### src/rtl/core/etc_pkg.sv
// Shared constants and helpers for the encoder tuning controller.
// No dependencies; imported by the controller core.
package etc_pkg;

  // Register indexes on the configuration port
  localparam logic [1:0] CFG_LOWER_LIMIT    = 2'd0;
  localparam logic [1:0] CFG_UPPER_LIMIT    = 2'd1;
  localparam logic [1:0] CFG_DEBOUNCE_TICKS = 2'd2;
  localparam logic [1:0] CFG_START_FREQ     = 2'd3;

  // Reset values of the configuration registers and of the tuning register
  localparam logic [31:0] LOWER_LIMIT_RESET = 32'd1000000;
  localparam logic [31:0] UPPER_LIMIT_RESET = 32'd30000000;
  localparam logic [15:0] DEBOUNCE_RESET    = 16'd50;
  localparam logic [31:0] START_FREQ_RESET  = 32'd7000000;

  // Bit i set when transition code i is a legal quadrature step
  localparam logic [15:0] VALID_CODE_MASK = 16'h6996;

  // Histories and final codes that mark one full detent
  localparam logic [7:0] HIST_UP   = 8'h2b;
  localparam logic [3:0] CODE_UP   = 4'h0b;
  localparam logic [7:0] HIST_DOWN = 8'h17;
  localparam logic [3:0] CODE_DOWN = 4'h07;

  // Movement codes on the result
  typedef enum logic [1:0] {
    MOVE_NONE = 2'd0,
    MOVE_UP   = 2'd1,
    MOVE_DOWN = 2'd2
  } move_t;

  // Tuning steps
  localparam logic [13:0] STEP_10    = 14'd10;
  localparam logic [13:0] STEP_100   = 14'd100;
  localparam logic [13:0] STEP_1000  = 14'd1000;
  localparam logic [13:0] STEP_10000 = 14'd10000;

  // Step selected by the step index
  function automatic logic [13:0] step_value(input logic [1:0] idx);
    logic [13:0] val;
    case (idx)
      2'd0:    val = STEP_10;
      2'd1:    val = STEP_100;
      2'd2:    val = STEP_1000;
      default: val = STEP_10000;
    endcase
    return val;
  endfunction

endpackage

### src/rtl/core/encoder_tuning_controller_core.sv
// Encoder tuning controller core: quadrature decode, limited tuning and step button.
// Depends on etc_pkg for codes, reset values and the step table.
//
// One sample beat of pins A, B and the button is taken per cycle, and its result
// beat is loaded into the output register as it is taken. An input beat is taken in
// every cycle unless the output register holds a result that is stalled; all work
// for a beat is one table lookup, one add or subtract and two compares feeding the
// state and result registers. A write to start_frequency has no effect, since the
// tuning register resets to START_FREQ_RESET and no register holds a start value.
module encoder_tuning_controller_core
  import etc_pkg::*;
#(
  parameter int FREQ_BITS = 32
) (
  input  logic        clk,
  input  logic        rst,
  // configuration write port
  input  logic        cfg_we,
  input  logic [1:0]  cfg_index,
  input  logic [31:0] cfg_data,
  // sample channel
  input  logic        in_valid,
  output logic        in_stall,
  input  logic        pin_a,
  input  logic        pin_b,
  input  logic        button_level,
  // result channel
  output logic        out_valid,
  input  logic        out_stall,
  output logic [31:0] frequency,
  output logic [13:0] step_size,
  output logic [1:0]  movement
);

  // configuration registers
  logic [31:0] lower_limit;
  logic [31:0] upper_limit;
  logic [15:0] debounce_ticks;

  // working state
  logic [3:0]           transition_code;
  logic [7:0]           valid_history;
  logic [FREQ_BITS-1:0] tuned_frequency;
  logic [13:0]          current_step;
  logic [1:0]           next_step_index;
  logic [15:0]          stable_count;
  logic                 previous_raw_button;
  logic                 accepted_button;

  // next values
  logic [3:0]           transition_code_next;
  logic [7:0]           valid_history_next;
  logic [FREQ_BITS-1:0] tuned_frequency_next;
  logic [13:0]          current_step_next;
  logic [1:0]           next_step_index_next;
  logic [15:0]          stable_count_next;
  logic                 accepted_button_next;
  move_t                movement_next;

  logic                 accept;
  logic [FREQ_BITS-1:0] lo;
  logic [FREQ_BITS-1:0] hi;
  logic [FREQ_BITS-1:0] step_ext;
  logic [FREQ_BITS-1:0] sum;
  logic [FREQ_BITS-1:0] diff;

  // take a beat whenever the result register is free or drains this cycle
  assign in_stall = out_valid && out_stall;
  assign accept   = in_valid && !in_stall;

  assign lo       = FREQ_BITS'(lower_limit);
  assign hi       = FREQ_BITS'(upper_limit);
  assign step_ext = FREQ_BITS'(current_step);
  assign sum      = tuned_frequency + step_ext;
  assign diff     = tuned_frequency - step_ext;

  // decode the encoder and tune
  always_comb begin
    transition_code_next = {transition_code[1:0], pin_a, pin_b};
    valid_history_next   = valid_history;
    tuned_frequency_next = tuned_frequency;
    movement_next        = MOVE_NONE;
    if (VALID_CODE_MASK[transition_code_next]) begin
      valid_history_next = {valid_history[3:0], transition_code_next};
      if (valid_history_next == HIST_UP && transition_code_next == CODE_UP) begin
        tuned_frequency_next = (sum < lo) ? hi : sum;
        movement_next        = MOVE_UP;
      end else if (valid_history_next == HIST_DOWN && transition_code_next == CODE_DOWN) begin
        tuned_frequency_next = (diff > hi) ? lo : diff;
        movement_next        = MOVE_DOWN;
      end
    end
  end

  // debounce the button and advance the step on a press
  always_comb begin
    current_step_next    = current_step;
    next_step_index_next = next_step_index;
    accepted_button_next = accepted_button;
    if (button_level != previous_raw_button) begin
      stable_count_next = '0;
    end else if (stable_count != 16'hffff) begin
      stable_count_next = stable_count + 16'd1;
    end else begin
      stable_count_next = stable_count;
    end
    if (stable_count_next > debounce_ticks) begin
      if (accepted_button && !button_level) begin
        current_step_next    = step_value(next_step_index);
        next_step_index_next = next_step_index + 2'd1;
      end
      accepted_button_next = button_level;
    end
  end

  // configuration writes
  always_ff @(posedge clk) begin
    if (rst) begin
      lower_limit    <= LOWER_LIMIT_RESET;
      upper_limit    <= UPPER_LIMIT_RESET;
      debounce_ticks <= DEBOUNCE_RESET;
    end else if (cfg_we) begin
      case (cfg_index)
        CFG_LOWER_LIMIT:    lower_limit    <= cfg_data;
        CFG_UPPER_LIMIT:    upper_limit    <= cfg_data;
        CFG_DEBOUNCE_TICKS: debounce_ticks <= cfg_data[15:0];
        CFG_START_FREQ:     ;
        default:            ;
      endcase
    end
  end

  // advance state on each accepted beat
  always_ff @(posedge clk) begin
    if (rst) begin
      transition_code     <= '0;
      valid_history       <= '0;
      tuned_frequency     <= FREQ_BITS'(START_FREQ_RESET);
      current_step        <= STEP_10;
      next_step_index     <= '0;
      stable_count        <= '0;
      previous_raw_button <= 1'b1;
      accepted_button     <= 1'b1;
    end else if (accept) begin
      transition_code     <= transition_code_next;
      valid_history       <= valid_history_next;
      tuned_frequency     <= tuned_frequency_next;
      current_step        <= current_step_next;
      next_step_index     <= next_step_index_next;
      stable_count        <= stable_count_next;
      previous_raw_button <= button_level;
      accepted_button     <= accepted_button_next;
    end
  end

  // result register: load on accept, drop when taken
  always_ff @(posedge clk) begin
    if (rst) begin
      out_valid <= 1'b0;
    end else if (accept) begin
      out_valid <= 1'b1;
    end else if (!out_stall) begin
      out_valid <= 1'b0;
    end
  end

  always_ff @(posedge clk) begin
    if (accept) begin
      frequency <= 32'(tuned_frequency_next);
      step_size <= current_step_next;
      movement  <= movement_next;
    end
  end

  // the step always holds one of the four table values
  assert property (@(posedge clk) disable iff (rst)
    current_step == STEP_10 || current_step == STEP_100 ||
    current_step == STEP_1000 || current_step == STEP_10000)
    else $error("step left the step table");

  // the step only changes on an accepted beat
  assert property (@(posedge clk) disable iff (rst)
    !$past(rst) && current_step != $past(current_step) |-> $past(accept))
    else $error("step changed without an input beat");

  // a shown result never carries an undefined movement code
  assert property (@(posedge clk) disable iff (rst)
    out_valid |-> movement != 2'd3)
    else $error("illegal movement code");

  // tuning only happens together with a reported movement
  assert property (@(posedge clk) disable iff (rst)
    !$past(rst) && $past(accept) && tuned_frequency != $past(tuned_frequency)
      |-> movement != MOVE_NONE)
    else $error("frequency moved without a movement report");

endmodule
### config.mk
export PLATFORM = sky130hd
export DESIGN_NAME = encoder_tuning_controller_core
export DESIGN_NICKNAME = d
export VERILOG_FILES = /design/src/rtl/core/etc_pkg.sv /design/src/rtl/core/encoder_tuning_controller_core.sv
export SDC_FILE = /design/constraint.sdc
export NUM_CORES = 1
export LEC_CHECK = 0
export ABC_AREA = 1
export BUFFER_PORTS_ARGS = -buffer_cell sky130_fd_sc_hd__buf_2
export CELL_PAD_IN_SITES_DETAIL_PLACEMENT = 0
export CELL_PAD_IN_SITES_GLOBAL_PLACEMENT = 2
export CORE_ASPECT_RATIO = 1.5
export CORE_MARGIN = 2
export CORE_UTILIZATION = 31
export CTS_CLUSTER_DIAMETER = 50
export DETAILED_ROUTE_END_ITERATION = 6
export PLACE_DENSITY_LB_ADDON = 0.15
export SLEW_MARGIN = 20
export SYNTH_ARGS = -nofsm -noshare
export SYNTH_HDL_FRONTEND = slang
export SYNTH_SLANG_ARGS = --single-unit
### constraint.sdc
create_clock -name clk -period 3.25 [get_ports clk]
set_input_delay 0.325 -clock clk [delete_from_list [all_inputs] [get_ports clk]]
set_output_delay 0.325 -clock clk [all_outputs]
set_load 0.02 [all_outputs]
==> impl_metrics.json <==
{
  "status": "finished, violations left",
  "violations": "setup timing",
  "setup_violations": 98,
  "critPathArrivalTime_ns": 4.24,
  "syn-num-nets": 2295,
  "worst_skew_pair.late_latency_ns": 0.58,
  "area_growth_pct": 58.0,
  "drtIter0Drc": 715,
  "path_clk_slew_ns": 0.06,
  "period_minus_slack_ns": 3.92,
  "final_cell_mix": "nand2_1, buf_4, inv_1",
  "syn_inst": 2138,
  "finalCritPeriodShare_pct": 121,
  "timing.max_cap.violations": 0,
  "ys_warn_count": 0,
  "wl_per_cell_um": 19.6,
  "power_frac_comb_pct": 43.6,
  "nNetsFinal": 2814,
  "grt_max_degree": 122,
  "grt-ovfl-total": 0,
  "drt-total-wl_um": 63900,
  "core_sq_mm": 0.0455,
  "grt.total_usage_pct": 26.4,
  "finClkSkew_ns": 0.0170,
  "place_congestion": 0.958,
  "routed-via-count": 16038,
  "dp.cells": 3069,
  "cts_root_buf": "clkbuf_16",
  "cpPeakStageDelay_ns": 0.37,
  "power_density_mw_per_mm2": 483,
  "numCtsBuffers": 28,
  "synth_top_cell_by_area": "dfxtp_1",
  "synthTopCellsByArea": "dfxtp_1, nand2_1, edfxtp_1",
  "slew_violations": 0,
  "synth_ff_type": "dfxtp_1",
  "finalSetupTns_ns": -42.78,
  "htreeDepth": 1,
  "finish.utilization_pct": 49.2,
  "required_ns": 3.57,
  "tritoncts": "built",
  "layout_commonest_cell": "nand2_1",
  "pwr-share-clk_pct": 29.5,
  "avgViaCountPerCell": 4.91,
  "die_w_um": 179,
  "drive_gt1_share_pct": 40.5,
  "slew_headroom_pct": 41.3,
  "synth_edf_count": 48,
  "grt_pass1_vias": 16116,
  "antenna_left": 0,
  "worst_slack_ns": -0.672,
  "internal-power_mw": 6.82,
  "antenna_found_initial": 0,
  "synth_area_sq_mm": 0.0142,
  "ios": 92,
  "portBuffers": 91,
  "nFillCells": 4555,
  "dp_worst_setup_slack_ns": -1.15,
  "critPathMaxFanout": 8,
  "ir_worst_vdd_mv": 0.357,
  "async_flop_share_pct": 0,
  "cp_top_family": "simple AND/OR/NAND/NOR gates",
  "synth_seq_area_share_pct": 31.7,
  "ys_types": 51,
  "p_leak_nw": 10.8,
  "dr.pass1.iters": 6,
  "rows": 96,
  "critPathBufInv": 7,
  "syn_avg_cell_area_sq_um": 6.64,
  "max_freq_mhz": 255,
  "clock_path_buffers": 3,
  "synth-seq-cells": 201,
  "startpoint_type": "flop",
  "finalNonFillerCells": 3264,
  "die-area_sq_mm": 0.0475,
  "drc": 0,
  "die_h_um": 266,
  "dpl.hpwl_um": 47800,
  "end_kind": "flop",
  "start_util_pct": 31.2,
  "grt_setup_unrepaired": "yes",
  "antenna_cells": 0,
  "tightest_slew_ns": 0.879,
  "seq_power_share_pct": 26.9,
  "switching_share_pct": 37.0,
  "switchingPower_mw": 4.01,
  "crit_slowest_cell": "fa_2",
  "hold_class": "in2reg",
  "cpMostUsedCell": "nand2_2",
  "cts.sinks": 201,
  "critPathKind": "reg2reg",
  "grt_first_pass_wirelength_um": 93700,
  "finalHoldViolCount": 0,
  "synth_top_area_share_pct": 21.6
}
[worst register-to-register path: cells and delay by family, from the launching register on]
kind | cells | cell delay, ns
AO/OA/AOI/OAI | 1 | 0.21
XOR/XNOR | 1 | 0.16
adder cells (fa/ha/maj) | 3 | 0.78
buffers and inverters | 7 | 0.77
flip-flops | 1 | 0.35
AND/OR/NAND/NOR | 15 | 1.41
[worst paths after layout]
kind                      start                 to  slack (ns)  cells after the start
max reg2reg  tuned_frequency[0]      frequency[21]       -0.67                     27
min reg2reg   debounce_ticks[2]  debounce_ticks[2]        0.46                      2
max          tuned_frequency[0]      frequency[21]       -0.67                     27
min                cfg_data[15]             hi[15]       0.009                      3
[per-stage QoR]
step	power, mW	instance area, sq um	hold slack [ns]
floorplan	4.69	14300	0.435
global placement	6.31	17700	0.451
detailed placement	6.31	17700	0.458
CTS	10.2	20800	0.00163
global route	11.4	22400	0.0215
finish	10.8	22400	0.00912
[metal layers]
layer	vias to the layer above	part of all wire, %	GRT usage (%)
li1	7961	-	-
met3	203	2.7	2.68
met5	-	0	0
met2	363	55	51.3
met1	7511	34	25.0
met4	0	8.8	19.5
[area by class of cell]
class | count | area, sq um | area share, %
clock buffers | 35 | 778 | 3.47
clock inverters | 14 | 176 | 0.787
repair buffers | 583 | 4730 | 21.1
well taps | 588 | 736 | 3.28
flip-flops and latches | 201 | 4540 | 20.2
inverters | 317 | 1210 | 5.40
multi-input cells | 1526 | 10200 | 45.7
[logic make-up after synthesis]
family	Yosys count	synth area share, %
buf+inv	412	11.4
simple gates	1006	30.0
flops	201	31.7
compound gates	359	13.7
fa+ha+maj	115	10.2
xor+xnor	45	2.88
[synthesized netlist by cell type (3+ instances only)]
cell type	n
a21oi_2	6
o211ai_1	27
inv_2	12
buf_2	29
nor2_1	143
o21bai_1	3
xor2_1	38
clkbuf_1	55
o21a_1	4
dfxtp_1	153
edfxtp_1	48
o21ai_1	17
buf_4	7
a21oi_1	176
buf_1	3
nand4_1	32
nor2_2	6
nor3_1	21
a211oi_1	4
ha_1	113
inv_1	300
nand2_1	586
nand2_2	8
clkinv_1	5
nor4_1	5
nand3_2	3
o21ai_0	114
nand3_1	185
xnor2_1	5
[power by group through the flow]
stage	registers [mW]	logic [mW]	clock network (mW)
final	2.91	4.72	3.19
after global routing	2.92	5.08	3.38
after CTS	2.90	4.04	3.27
after detailed placement	2.94	3.37	0
after global placement	2.94	3.36	0
after floorplan	2.99	1.70	0
[sequential cells by signal (all words and copies together) (netlist names), 4 cells and up]
signal	flops
lo	32
step_size	14
stable_count	16
debounce_ticks	16
hi	32
valid_history	4
tuned_frequency	32
current_step	14
frequency	32
[timing repair]
| item | in CTS | in global routing |
|---|---|---|
| hold endpoints to repair | 11 | 0 |
| hold buffers | 9 | 0 |
| buffers inserted | 91 | 38 |
| pin swaps | 72 | 114 |
| setup endpoints to repair | 95 | 99 |
| cloned | 7 | 4 |
| resized for setup | 279 | 307 |
No activity file was read; power rests on OpenSTA's default activity.
